File: src/design/ultl_pkg.sv
package ultl_pkg;

  // Widths fixed by the register and field definitions.
  localparam int unsigned MIN_WIDTH = 11;
  localparam int unsigned CFG_WIDTH = 11;
  localparam int unsigned CFG_IDX_WIDTH = 1;

  localparam int unsigned SECONDS_PER_MINUTE_DEF = 60;
  localparam int unsigned COUNT_WIDTH_DEF = 17;

  localparam logic [CFG_IDX_WIDTH-1:0] CFG_IDX_WARN = 1'b0;
  localparam logic [CFG_IDX_WIDTH-1:0] CFG_IDX_MAX = 1'b1;

  typedef enum logic [1:0] {
    CMD_TICK      = 2'd0,
    CMD_REST_DONE = 2'd1,
    CMD_PARENT    = 2'd2,
    CMD_SUSPEND   = 2'd3
  } cmd_e;

  typedef enum logic [1:0] {
    LK_NONE = 2'd0,
    LK_REST = 2'd1,
    LK_UNAV = 2'd2
  } lock_e;

  typedef struct packed {
    lock_e lock_state;
    logic  show_warning;
    logic  start_rest_lock;
    logic  start_unavailable_lock;
  } result_t;

endpackage

File: src/design/ultl_to_secs.sv
module ultl_to_secs
  import ultl_pkg::*;
#(
  parameter int unsigned SECONDS_PER_MINUTE = SECONDS_PER_MINUTE_DEF,
  parameter int unsigned COUNT_WIDTH = COUNT_WIDTH_DEF
) (
  input  logic [MIN_WIDTH-1:0]   minutes_i,
  output logic [COUNT_WIDTH-1:0] secs_o
);

  localparam int unsigned ProdW = MIN_WIDTH + $clog2(SECONDS_PER_MINUTE + 1);
  localparam int unsigned SumW = (ProdW > COUNT_WIDTH) ? ProdW : COUNT_WIDTH;
  localparam logic [COUNT_WIDTH-1:0] CntMax = {COUNT_WIDTH{1'b1}};

  logic [SumW-1:0] prod;

  // Minutes times a small constant, clamped to the counter range.
  assign prod = SumW'(minutes_i) * SumW'(SECONDS_PER_MINUTE);
  assign secs_o = (prod > SumW'(CntMax)) ? CntMax : COUNT_WIDTH'(prod);

endmodule

File: src/design/ultl_cfg.sv
module ultl_cfg
  import ultl_pkg::*;
#(
  parameter int unsigned SECONDS_PER_MINUTE = SECONDS_PER_MINUTE_DEF,
  parameter int unsigned COUNT_WIDTH = COUNT_WIDTH_DEF
) (
  input  logic                     clk_i,
  input  logic                     rst_ni,
  input  logic                     cfg_we_i,
  input  logic [CFG_IDX_WIDTH-1:0] cfg_idx_i,
  input  logic [CFG_WIDTH-1:0]     cfg_wdata_i,
  output logic                     clear_o,
  output logic [MIN_WIDTH-1:0]     warn_minutes_o,
  output logic [COUNT_WIDTH-1:0]   warn_thr_o,
  output logic [COUNT_WIDTH-1:0]   lock_thr_o
);

  logic [MIN_WIDTH-1:0]   warn_min_q, warn_min_d;
  logic [MIN_WIDTH-1:0]   max_min_q, max_min_d;
  logic [MIN_WIDTH-1:0]   diff_min;
  logic [COUNT_WIDTH-1:0] diff_secs;
  logic                   warn_on;

  always_comb begin
    warn_min_d = warn_min_q;
    max_min_d  = max_min_q;
    clear_o    = 1'b0;
    if (cfg_we_i) begin
      case (cfg_idx_i)
        CFG_IDX_WARN: begin
          warn_min_d = cfg_wdata_i;
          clear_o    = 1'b1;
        end
        CFG_IDX_MAX: begin
          max_min_d = cfg_wdata_i;
          clear_o   = 1'b1;
        end
        default: begin
          clear_o = 1'b0;
        end
      endcase
    end
  end

  always_ff @(posedge clk_i or negedge rst_ni) begin
    if (!rst_ni) begin
      warn_min_q <= '0;
      max_min_q  <= '0;
    end else begin
      warn_min_q <= warn_min_d;
      max_min_q  <= max_min_d;
    end
  end

  // The warning sits warn_minutes ahead of the limit and is off when it would
  // fall at or before the start or when warn_minutes is zero.
  assign warn_on  = (warn_min_q != '0) && (max_min_q > warn_min_q);
  assign diff_min = max_min_q - warn_min_q;

  ultl_to_secs #(
    .SECONDS_PER_MINUTE(SECONDS_PER_MINUTE),
    .COUNT_WIDTH       (COUNT_WIDTH)
  ) u_warn_secs (
    .minutes_i(diff_min),
    .secs_o   (diff_secs)
  );

  ultl_to_secs #(
    .SECONDS_PER_MINUTE(SECONDS_PER_MINUTE),
    .COUNT_WIDTH       (COUNT_WIDTH)
  ) u_lock_secs (
    .minutes_i(max_min_q),
    .secs_o   (lock_thr_o)
  );

  assign warn_thr_o     = warn_on ? diff_secs : '0;
  assign warn_minutes_o = warn_min_q;

endmodule

File: src/design/ultl_core.sv
module ultl_core
  import ultl_pkg::*;
#(
  parameter int unsigned SECONDS_PER_MINUTE = SECONDS_PER_MINUTE_DEF,
  parameter int unsigned COUNT_WIDTH = COUNT_WIDTH_DEF
) (
  input  logic                   clk_i,
  input  logic                   rst_ni,
  input  logic                   clear_i,
  input  logic                   en_i,
  input  cmd_e                   cmd_i,
  input  logic                   segment_i,
  input  logic [MIN_WIDTH-1:0]   suspend_minutes_i,
  input  logic [MIN_WIDTH-1:0]   warn_minutes_i,
  input  logic [COUNT_WIDTH-1:0] warn_thr_i,
  input  logic [COUNT_WIDTH-1:0] lock_thr_i,
  output result_t                result_o
);

  localparam logic [COUNT_WIDTH-1:0] CntMax = {COUNT_WIDTH{1'b1}};

  function automatic logic [COUNT_WIDTH-1:0] sat_inc(input logic [COUNT_WIDTH-1:0] v);
    return (v == CntMax) ? CntMax : v + COUNT_WIDTH'(1);
  endfunction

  logic [COUNT_WIDTH-1:0] use_q, use_d;
  lock_e                  lock_q, lock_d;
  logic                   prev_seg_q, prev_seg_d;
  logic                   warned_q, warned_d;
  logic                   granted_q, granted_d;
  logic                   susp_active_q, susp_active_d;
  logic [COUNT_WIDTH-1:0] susp_left_q, susp_left_d;
  logic [COUNT_WIDTH-1:0] susp_total_q, susp_total_d;
  logic [COUNT_WIDTH-1:0] susp_warn_at_q, susp_warn_at_d;
  logic [COUNT_WIDTH-1:0] susp_elapsed_q, susp_elapsed_d;
  logic                   susp_warned_q, susp_warned_d;
  logic                   susp_fired_q, susp_fired_d;

  logic [MIN_WIDTH-1:0]   y_less_warn;
  logic [COUNT_WIDTH-1:0] y_secs;
  logic [COUNT_WIDTH-1:0] y_warn_secs;

  logic                   counting;
  logic                   go_on;
  logic [COUNT_WIDTH-1:0] use_base;
  logic [COUNT_WIDTH-1:0] use_next;
  logic                   warned_base;
  lock_e                  lock_cur;

  assign y_less_warn = suspend_minutes_i - warn_minutes_i;

  ultl_to_secs #(
    .SECONDS_PER_MINUTE(SECONDS_PER_MINUTE),
    .COUNT_WIDTH       (COUNT_WIDTH)
  ) u_y_secs (
    .minutes_i(suspend_minutes_i),
    .secs_o   (y_secs)
  );

  ultl_to_secs #(
    .SECONDS_PER_MINUTE(SECONDS_PER_MINUTE),
    .COUNT_WIDTH       (COUNT_WIDTH)
  ) u_y_warn_secs (
    .minutes_i(y_less_warn),
    .secs_o   (y_warn_secs)
  );

  always_comb begin
    use_d          = use_q;
    lock_d         = lock_q;
    prev_seg_d     = prev_seg_q;
    warned_d       = warned_q;
    granted_d      = granted_q;
    susp_active_d  = susp_active_q;
    susp_left_d    = susp_left_q;
    susp_total_d   = susp_total_q;
    susp_warn_at_d = susp_warn_at_q;
    susp_elapsed_d = susp_elapsed_q;
    susp_warned_d  = susp_warned_q;
    susp_fired_d   = susp_fired_q;
    result_o       = '{lock_state: LK_NONE, show_warning: 1'b0,
                       start_rest_lock: 1'b0, start_unavailable_lock: 1'b0};

    counting    = susp_active_q && (susp_left_q != '0);
    go_on       = 1'b1;
    use_base    = use_q;
    warned_base = warned_q;
    lock_cur    = lock_q;
    use_next    = '0;

    case (cmd_i)
      CMD_TICK: begin
        if (counting) begin
          susp_left_d    = susp_left_q - COUNT_WIDTH'(1);
          susp_elapsed_d = sat_inc(susp_elapsed_q);
        end
        if (segment_i) begin
          prev_seg_d = 1'b1;
          if (counting || granted_q) begin
            lock_d = LK_NONE;
          end else begin
            use_d    = '0;
            warned_d = 1'b0;
            if (lock_q != LK_UNAV) begin
              lock_d                          = LK_UNAV;
              result_o.start_unavailable_lock = 1'b1;
            end
          end
        end else if (lock_q == LK_REST) begin
          prev_seg_d = 1'b0;
        end else begin
          // Coming back from an unavailable segment starts a fresh session.
          if (prev_seg_q) begin
            use_base    = '0;
            warned_base = 1'b0;
            lock_cur    = LK_NONE;
            granted_d   = 1'b0;
          end
          prev_seg_d = 1'b0;
          use_d      = use_base;
          warned_d   = warned_base;
          lock_d     = lock_cur;

          if (susp_active_q) begin
            if (!susp_fired_q && (susp_total_q != '0) &&
                (susp_elapsed_d >= susp_total_q)) begin
              susp_fired_d             = 1'b1;
              lock_d                   = LK_REST;
              result_o.start_rest_lock = 1'b1;
              go_on                    = 1'b0;
            end else begin
              if (!susp_warned_q && (susp_warn_at_q != '0) &&
                  (susp_elapsed_d > susp_warn_at_q) &&
                  (susp_elapsed_d < susp_total_q)) begin
                susp_warned_d         = 1'b1;
                result_o.show_warning = 1'b1;
              end
              if (susp_left_d != '0) begin
                go_on = 1'b0;
              end else begin
                // Suspend ran out: drop it and count use from zero.
                susp_active_d  = 1'b0;
                susp_left_d    = '0;
                susp_total_d   = '0;
                susp_warn_at_d = '0;
                susp_elapsed_d = '0;
                susp_warned_d  = 1'b0;
                susp_fired_d   = 1'b0;
                use_base       = '0;
                warned_base    = 1'b0;
              end
            end
          end

          if (go_on) begin
            use_next = sat_inc(use_base);
            use_d    = use_next;
            warned_d = warned_base;
            if (lock_cur == LK_NONE) begin
              if (!warned_base && (warn_thr_i != '0) && (use_next >= warn_thr_i)) begin
                warned_d              = 1'b1;
                result_o.show_warning = 1'b1;
              end
              if ((lock_thr_i != '0) && (use_next >= lock_thr_i)) begin
                lock_d                   = LK_REST;
                result_o.start_rest_lock = 1'b1;
              end
            end
          end
        end
      end
      CMD_REST_DONE: begin
        lock_d         = LK_NONE;
        use_d          = '0;
        warned_d       = 1'b0;
        susp_active_d  = 1'b0;
        susp_left_d    = '0;
        susp_total_d   = '0;
        susp_warn_at_d = '0;
        susp_elapsed_d = '0;
        susp_warned_d  = 1'b0;
        susp_fired_d   = 1'b0;
        prev_seg_d     = 1'b0;
      end
      CMD_PARENT: begin
        lock_d    = LK_NONE;
        granted_d = 1'b1;
      end
      CMD_SUSPEND: begin
        if (suspend_minutes_i == '0) begin
          susp_active_d  = 1'b0;
          susp_left_d    = '0;
          susp_total_d   = '0;
          susp_warn_at_d = '0;
          susp_elapsed_d = '0;
          susp_warned_d  = 1'b0;
          susp_fired_d   = 1'b0;
        end else begin
          susp_active_d  = 1'b1;
          susp_total_d   = y_secs;
          susp_left_d    = y_secs;
          susp_elapsed_d = '0;
          susp_fired_d   = 1'b0;
          susp_warned_d  = 1'b0;
          if (!segment_i && (warn_minutes_i != '0) && (suspend_minutes_i > warn_minutes_i)) begin
            susp_warn_at_d = y_warn_secs;
          end else begin
            susp_warn_at_d = '0;
          end
          use_d    = '0;
          warned_d = 1'b0;
        end
      end
      default: begin
        lock_d = lock_q;
      end
    endcase

    result_o.lock_state = lock_d;

    // A register write resets the session; the parent grant survives it.
    if (clear_i) begin
      use_d          = '0;
      warned_d       = 1'b0;
      lock_d         = LK_NONE;
      prev_seg_d     = 1'b0;
      granted_d      = granted_q;
      susp_active_d  = 1'b0;
      susp_left_d    = '0;
      susp_total_d   = '0;
      susp_warn_at_d = '0;
      susp_elapsed_d = '0;
      susp_warned_d  = 1'b0;
      susp_fired_d   = 1'b0;
    end
  end

  always_ff @(posedge clk_i or negedge rst_ni) begin
    if (!rst_ni) begin
      use_q          <= '0;
      lock_q         <= LK_NONE;
      prev_seg_q     <= 1'b0;
      warned_q       <= 1'b0;
      granted_q      <= 1'b0;
      susp_active_q  <= 1'b0;
      susp_left_q    <= '0;
      susp_total_q   <= '0;
      susp_warn_at_q <= '0;
      susp_elapsed_q <= '0;
      susp_warned_q  <= 1'b0;
      susp_fired_q   <= 1'b0;
    end else if (en_i || clear_i) begin
      use_q          <= use_d;
      lock_q         <= lock_d;
      prev_seg_q     <= prev_seg_d;
      warned_q       <= warned_d;
      granted_q      <= granted_d;
      susp_active_q  <= susp_active_d;
      susp_left_q    <= susp_left_d;
      susp_total_q   <= susp_total_d;
      susp_warn_at_q <= susp_warn_at_d;
      susp_elapsed_q <= susp_elapsed_d;
      susp_warned_q  <= susp_warned_d;
      susp_fired_q   <= susp_fired_d;
    end
  end

  assert property (@(posedge clk_i) disable iff (!rst_ni)
    susp_active_q |-> (susp_left_q <= susp_total_q))
    else $error("suspend countdown exceeds its total");

  assert property (@(posedge clk_i) disable iff (!rst_ni)
    !susp_active_q |-> (susp_total_q == '0) && (susp_elapsed_q == '0))
    else $error("idle suspend holds stale counts");

endmodule

File: src/design/usage_time_limit_timer_unit.sv
// Continuous-use limiter. Each input word is one event (second tick with its
// segment, rest lock finished, parent dismissal, or start of a suspend) and
// yields exactly one result word with the lock after the event and three
// one-shot flags. An accepted word lands in an input register, is applied to
// the state once the result register is free or being drained, and its result
// is registered; one word per cycle is sustained while the output is not
// stalled. Writing either register clears the use count, warning, suspend and
// lock (a parent grant is kept); write only while no event is in flight.
module usage_time_limit_timer_unit
  import ultl_pkg::*;
#(
  parameter int unsigned SECONDS_PER_MINUTE = SECONDS_PER_MINUTE_DEF,
  parameter int unsigned COUNT_WIDTH = COUNT_WIDTH_DEF
) (
  input  logic                     clk_i,
  input  logic                     rst_ni,
  input  logic                     cfg_we_i,
  input  logic [CFG_IDX_WIDTH-1:0] cfg_idx_i,
  input  logic [CFG_WIDTH-1:0]     cfg_wdata_i,
  input  logic                     in_valid_i,
  output logic                     in_stall_o,
  input  logic [1:0]               cmd_i,
  input  logic                     segment_i,
  input  logic [MIN_WIDTH-1:0]     suspend_minutes_i,
  output logic                     out_valid_o,
  input  logic                     out_stall_i,
  output logic [1:0]               lock_state_o,
  output logic                     show_warning_o,
  output logic                     start_rest_lock_o,
  output logic                     start_unavailable_lock_o
);

  logic                   in_valid_q, in_valid_d;
  cmd_e                   cmd_q;
  logic                   segment_q;
  logic [MIN_WIDTH-1:0]   susp_min_q;
  logic                   out_valid_q, out_valid_d;
  result_t                res_q;
  result_t                res;
  logic                   in_take;
  logic                   proc;
  logic                   cfg_clear;
  logic [MIN_WIDTH-1:0]   warn_minutes;
  logic [COUNT_WIDTH-1:0] warn_thr;
  logic [COUNT_WIDTH-1:0] lock_thr;

  // The held word moves on once the result register is free or being drained.
  assign proc       = in_valid_q && !(out_valid_q && out_stall_i);
  assign in_stall_o = in_valid_q && !proc;
  assign in_take    = in_valid_i && !in_stall_o;

  always_comb begin
    in_valid_d = in_valid_q;
    if (in_take) begin
      in_valid_d = 1'b1;
    end else if (proc) begin
      in_valid_d = 1'b0;
    end
    out_valid_d = out_valid_q;
    if (proc) begin
      out_valid_d = 1'b1;
    end else if (out_valid_q && !out_stall_i) begin
      out_valid_d = 1'b0;
    end
  end

  always_ff @(posedge clk_i or negedge rst_ni) begin
    if (!rst_ni) begin
      in_valid_q  <= 1'b0;
      out_valid_q <= 1'b0;
    end else begin
      in_valid_q  <= in_valid_d;
      out_valid_q <= out_valid_d;
    end
  end

  always_ff @(posedge clk_i) begin
    if (in_take) begin
      cmd_q      <= cmd_e'(cmd_i);
      segment_q  <= segment_i;
      susp_min_q <= suspend_minutes_i;
    end
    if (proc) begin
      res_q <= res;
    end
  end

  ultl_cfg #(
    .SECONDS_PER_MINUTE(SECONDS_PER_MINUTE),
    .COUNT_WIDTH       (COUNT_WIDTH)
  ) u_cfg (
    .clk_i         (clk_i),
    .rst_ni        (rst_ni),
    .cfg_we_i      (cfg_we_i),
    .cfg_idx_i     (cfg_idx_i),
    .cfg_wdata_i   (cfg_wdata_i),
    .clear_o       (cfg_clear),
    .warn_minutes_o(warn_minutes),
    .warn_thr_o    (warn_thr),
    .lock_thr_o    (lock_thr)
  );

  ultl_core #(
    .SECONDS_PER_MINUTE(SECONDS_PER_MINUTE),
    .COUNT_WIDTH       (COUNT_WIDTH)
  ) u_core (
    .clk_i            (clk_i),
    .rst_ni           (rst_ni),
    .clear_i          (cfg_clear),
    .en_i             (proc),
    .cmd_i            (cmd_q),
    .segment_i        (segment_q),
    .suspend_minutes_i(susp_min_q),
    .warn_minutes_i   (warn_minutes),
    .warn_thr_i       (warn_thr),
    .lock_thr_i       (lock_thr),
    .result_o         (res)
  );

  assign out_valid_o              = out_valid_q;
  assign lock_state_o             = res_q.lock_state;
  assign show_warning_o           = res_q.show_warning;
  assign start_rest_lock_o        = res_q.start_rest_lock;
  assign start_unavailable_lock_o = res_q.start_unavailable_lock;

  assert property (@(posedge clk_i) disable iff (!rst_ni)
    out_valid_o && start_rest_lock_o |-> lock_state_o == LK_REST)
    else $error("rest lock flagged without rest lock state");

  assert property (@(posedge clk_i) disable iff (!rst_ni)
    out_valid_o && start_unavailable_lock_o |-> lock_state_o == LK_UNAV)
    else $error("unavailable lock flagged without unavailable state");

  assert property (@(posedge clk_i) disable iff (!rst_ni)
    in_valid_q && !proc |=> in_valid_q)
    else $error("held event dropped without being applied");

  assert property (@(posedge clk_i) disable iff (!rst_ni)
    proc |=> out_valid_q)
    else $error("applied event produced no result");

endmodule
File: config.mk
export PLATFORM = sky130hd
export DESIGN_NAME = usage_time_limit_timer_unit
export DESIGN_NICKNAME = d
export VERILOG_FILES = /design/src/design/ultl_pkg.sv /design/src/design/ultl_to_secs.sv /design/src/design/ultl_cfg.sv /design/src/design/ultl_core.sv /design/src/design/usage_time_limit_timer_unit.sv
export SDC_FILE = /design/constraint.sdc
export NUM_CORES = 1
export LEC_CHECK = 0
export ABC_AREA = 1
export BUFFER_PORTS_ARGS = -buffer_cell sky130_fd_sc_hd__buf_4
export CAP_MARGIN = 30
export CORE_MARGIN = 2
export CORE_UTILIZATION = 55
export DETAILED_ROUTE_END_ITERATION = 8
export GPL_ROUTABILITY_DRIVEN = 0
export MAX_ROUTING_LAYER = met4
export PLACE_DENSITY = 0.72
export SYNTH_ARGS = -nofsm -noshare
export SYNTH_HDL_FRONTEND = slang
export SYNTH_SLANG_ARGS = --single-unit
File: constraint.sdc
create_clock -name clk_i -period 17.2 [get_ports clk_i]
set_input_delay 2.58 -clock clk_i [delete_from_list [all_inputs] [get_ports clk_i]]
set_output_delay 2.58 -clock clk_i [all_outputs]
set_load 0.05 [all_outputs]
# After elaboration in Yosys (flattened, before gate mapping)
# Index checks and enable logic that the tools add are counted.
# W data, S select, Z words.
# op_classes
add_sub_neg,5
n_mul,4
order_cmp,11
eq_ne,20
muxes,132
bitwise_logic,4
reduce_logical,58
# ops
operator,count
$mux W17,46
$pmux W17 S3,4
$reduce_bool A17 Y1,6
$gt A17 B17 Y1 const B,4
$mul A11 B4 Y15 const B,4
$mux W1,57
$ge A17 B17 Y1,3
$add A17 B1 Y17 const B,2
$eq A17 B17 Y1 const B,2
$mux W2,17
$pmux W17 S2,1
$gt A11 B11 Y1,2
$sub A11 B11 Y11,2
$gt A17 B17 Y1,1
$logic_and A1 B1 Y1,17
$lt A17 B17 Y1,1
$sub A17 B1 Y17 const B,1
$ne A3 B2 Y1 const B,5
$reduce_and A7 Y1,2
$reduce_and A6 Y1,2
$logic_not A11 Y1,1
$reduce_bool A11 Y1,1
$reduce_and A2 Y1,5
$logic_not A1 Y1,8
20 further kinds,40
# totals
ff_bits,136
input_bits,31
wordCells,257

# Depth between registers and ports, before layout
# logic_depth
depth_word,22
ltp_mapped,59

# By module
# Synthesis repeated with hierarchy kept, for this count alone.
# hier_totals
hier_cells,2371
area_unflattened_um2,16344.4
# modules_own_cells
mod,instances,cells_each,area_per_inst_um2
ultl_core,1,1310,8774.7
ultl_to_secs (u_cfg.u_lock_secs ...),2,201,1315.0
ultl_cfg,1,257,1762.9
ultl_to_secs (u_core.u_y_secs),1,202,1313.8
ultl_to_secs (u_core.u_y_warn_secs),1,169,1197.4
usage_time_limit_timer_unit,1,31,665.6

# Worst setup path before layout
# OpenSTA, ideal clock, no wires.
# synth_timing
kind,flip-flop to flip-flop
start,reg u_core.susp_left_q[0]
end,"reg res_q, in the netlist lock_state_o[0], data pin"
setup_ps,254
arrival_ps,6247
required_ps,16946
path_slack_ps,10698
stages_incl_launch_ff,56
path_buffers,3
cell_sequence,dfrtp_1 > inv_1 > ha_1 > inv_1 > nor2_1 > nand2_1 > nor2_4 > nand2_4 > nand2_8 > inv_4 > buf_6 > nand4_1 > nor3_1 > inv_1 > nor2_1 > inv_1 > nor2_1 > nand2_1 > (+20 left out) > nor2_2 > nand3_4 > buf_6 > nand2_1 > ha_1 > a21oi_1 > o21a_1 > o21bai_1 > a221oi_1 > nor2_1 > o21ai_0 > a21oi_1 > nor2_1 > nand2_1 > nand2_1 > nand2_1 > nand2_1 > nand2_2
# synth_rtl
item,line,source
"start, declared",ultl_core.sv:32,"logic [COUNT_WIDTH-1:0] susp_left_q, susp_left_d;"
"start signal, assigned",ultl_core.sv:259,susp_left_q <= susp_left_d;
"end signal, assigned",usage_time_limit_timer_unit.sv:84,res_q <= res;
"end, declared",usage_time_limit_timer_unit.sv:38,result_t res_q;

# Worst setup path in the final report
# layout_timing
start,reg u_core.susp_left_q[0]
end,"reg res_q, in the netlist show_warning_o, data pin"
# layout_via
elab_chain_len,18
word_cells_on_any_way,45
cone_classes,add/sub: 2; order compare: 4; eq/ne: 1; mux: 29; reduce/logical: 9
# layout_rtl
item,line,source
$reduce_bool A17 Y1,ultl_core.sv:84,counting = susp_active_q && (susp_left_q != '0);
$logic_and A1 B1 Y1,ultl_core.sv:84,
$mux W17,ultl_core.sv:93,if (counting) begin
$mux W17,ultl_core.sv:91,case (cmd_i)
$ge A17 B17 Y1 or $reduce_bool A17 Y1 (tied branches),"ultl_core.sv:126, ultl_core.sv:138",
$logic_and A1 B1 Y1 or $mux W17 (tied branches),"ultl_core.sv:125, ultl_core.sv:138",
$mux W17,ultl_core.sv:125,if (!susp_fired_q && (susp_total_q != '0) &&
$mux W17,ultl_core.sv:124,if (susp_active_q) begin
(+2 left out),-,
$mux W17,ultl_core.sv:91,
$add A17 B1 Y17 or $eq A17 B17 Y1 (tied branches),ultl_core.sv:23,return (v == CntMax) ? CntMax : v + COUNT_WIDTH'(1);
$mux W17,ultl_core.sv:23,
$ge A17 B17 Y1,ultl_core.sv:160,if (!warned_base && (warn_thr_i != '0) && (use_next >= warn_thr_i)) begin
$logic_and A1 B1 Y1,ultl_core.sv:160,
$mux W1,ultl_core.sv:160,
$mux W2,ultl_core.sv:159,if (lock_cur == LK_NONE) begin
$mux W2 (*),ultl_core.sv:155,if (go_on) begin
# Mark *: on every way between the ends. The rest lies on a longest branch, timed or not. The select of a mux whose other input is x is not followed.
# A chain may end at the register's enable or synchronous reset.

==> results.cfg <==
[global_route]
grt_pass1_wl_um = 58330
grt_antenna_before_repair = 0
overflow = 0
grt_pass1_vias = 11720
grt_max_degree = 67
grt_use_total_pct = 28.25

[setup_path]
crit_path_start = u_core.susp_left_q[0]$_DFFE_PN0P_
crit_path_start_kind = flop
critPathRequiredTime_ps = 17370
cp_slowest_cell = dfrtp_1
regToRegSetupSlack_ps = 9740
r2r_end = show_warning_o$_SDFFCE_PP0P_
worstSetupPathType = reg -> reg
timing.critical_path.to = show_warning_o$_SDFFCE_PP0P_
reg2regPathDepth = 50
cp_common_cell = nand2_1
max_stage_delay_ps = 370
arrival_ps = 7630
crit_fanout = 26
r2r_start = u_core.susp_left_q[0]$_DFFE_PN0P_
critPathCaptureType = flop

[placement]
dpl.hpwl_um = 27490
dp_slack_ps = 9953
io_buffers = 37
dpl-instance-area_um2 = 14560

[route]
viasPerCell = 5.569
wl_per_cell_um = 15.96
drt-initial-drc-count = 1041
antenna_left = 0
dr_total_vias = 12200
drc = 0
drt-total-wl_um = 34970
drt_pass1_iterations = 6

[synth]
ys_ff_latch = 132
synth-edff-count = 19
synth_fp_nets = 2086
synthCells = 1813
yosysUniqueCellTypes = 60
syn_area_per_cell_um2 = 7.677
ys_warn_count = 0
synth_flop_cell = dfrtp_1
async_flop_share_pct = 85.61
seq_area_frac_synth_pct = 24.42
netlist_area_um2 = 13920

[die]
rows = 58
ios = 38
fp.dieArea_um2 = 26600
fp.dieH_um = 163.1
fp.coreArea_um2 = 25040
initial_core_util_pct = 55.59
die_w_um = 163.1

[status]
status = completed

[cts]
numCtsBuffers = 17
cts_root_buf = clkbuf_16
worstSkewPairLatency_ps = 430
cts.sinks = 132
ctsHoldBuffers = 0
clkTransAtPathRegs_ps = 60
htreeDepth = 4
cts-resized-gates = 0
post_cts_buffers = 0
tritoncts = built
clk_path_buf_depth = 2

[cells_and_area]
syn_to_final_growth_pct = 9.188
most-common-layout-cells = 338 x inv_1, 317 x nand2_1, 164 x ha_1
final_nets = 2121
diodes = 0
finish.instance_area_um2 = 15200
drive_gt1_share_pct = 7.254
final_common_cell = inv_1

[flow_run]
max-cap-violations = 0

[power]
ir_worst_vdd_uv = 375.6
power.density_nw_per_um2 = 199.0
power_leakage_uw = 0.007734
p_total_uw = 3025

[timing]
fin_crit_sh_pct = 43.36
rsz0062_at_grt = no
setup_tns_ps = 0
setup_violations = 0
slew_headroom_pct = 38.69
fin_skew_ps = 7.769
max_freq_ghz = 0.1341
timing.final.ws_setup_ps = 9743
hold_viol_final = 0
drv_slew = 0
post-route-min-period_ps = 7457
max_slew.worst_pin.slew_ps = 919.7

[min_path]
worstHoldPathType = reg -> reg
## sequential cells by signal, indices dropped and copies added, names as in the netlist, 2 cells and up
name	count
u_core.susp_left_q	17
u_core.susp_total_q	15
lock_state_o	2
u_cfg.max_min_q	11
u_core.use_q	17
susp_min_q	11
u_core.lock_q	2
u_cfg.warn_minutes_o	11
cmd_q	2
u_core.susp_elapsed_q	17
u_core.susp_warn_at_q	15
## synth_stat cells, types with 11 or more instances
cell type	n	share of area, %
a21oi_1	116	4.2
clkbuf_1	23	0.62
dfrtp_1	113	20
edfxtp_1	19	4.1
fa_1	78	11
ha_1	164	15
inv_1	338	9.1
nand2_1	317	8.5
nand3_1	59	2.1
nand4_1	29	1.3
nor2_1	158	4.3
nor2_2	13	0.58
nor3_1	27	0.97
o21ai_0	107	3.8
o21ai_1	14	0.50
o21bai_1	15	0.81
o22ai_1	42	1.9
o32ai_1	16	1.0
xnor2_1	11	0.69
xor2_1	42	2.6
## report_power, final
| group | switching [µW] | total, µW | internal [µW] |
|---|---|---|---|
| registers | 37.0 | 387 | 350 |
| logic | 1380 | 2250 | 867 |
| clock network | 154 | 393 | 238 |
| total | 1570 | 3020 | 1460 |
## logic make-up after synthesis
group / share of synthesized area (%)
AND/OR/NAND/NOR: 20.92
XOR/XNOR: 3.335
flip-flops: 24.42
adder cells (fa/ha/maj): 25.96
buffers and inverters: 10.42
multiplexers: 0.08090
AO/OA/AOI/OAI: 14.87
## final cells by class
cell class | instances | area [µm²]
fillers | 2234 | 9839
clock buffers | 19 | 452.9
flip-flops and latches | 132 | 3398
well taps | 330 | 412.9
clock inverters | 13 | 168.9
inverters | 344 | 1294
repair buffers | 48 | 400.4
multi-input cells | 1305 | 9070
## critical path, delay by kind of cell (launching register included)
kind	cells	cell delay, ps
AOI/OAI and AO/OA	9	1210
adders and majority gates	4	1030
buffers and inverters	6	600
DFF	1	370
and+or+nand+nor	31	3950
## layer usage
metal	share of wire (%)	GRT usage, %
met5	0	-
met3	5.2	3.987
met1	47	39.91
met4	3.0	9.252
met2	44	42.06
## through the flow
| step | instances | hold slack, ps | util [%] |
|---|---|---|---|
| after floorplan | 1813 | 434.0 | - |
| after global routing | 2191 | 491.8 | 60.70 |
| after CTS | 2190 | 470.3 | 60.62 |
| after global placement | 2155 | 441.5 | 57.94 |
| after detailed placement | 2158 | 455.1 | 58.14 |
| final | 2191 | 475.5 | 60.70 |
## worst min-delay path by stage
stage / cells past startpoint / slack (ps) / to / start
after CTS: 2 / 470 / out_valid_o$_DFFE_PN0P_ / in_valid_q$_DFFE_PN0P_
final: 2 / 480 / out_valid_o$_DFFE_PN0P_ / in_valid_q$_DFFE_PN0P_
after global routing: 2 / 490 / out_valid_o$_DFFE_PN0P_ / in_valid_q$_DFFE_PN0P_
after floorplan: 2 / 430 / out_valid_o$_DFFE_PN0P_ / in_valid_q$_DFFE_PN0P_
after global placement: 2 / 440 / out_valid_o$_DFFE_PN0P_ / in_valid_q$_DFFE_PN0P_
after detailed placement: 2 / 460 / out_valid_o$_DFFE_PN0P_ / in_valid_q$_DFFE_PN0P_
Note: power is estimated with default switching activity, not from simulation.
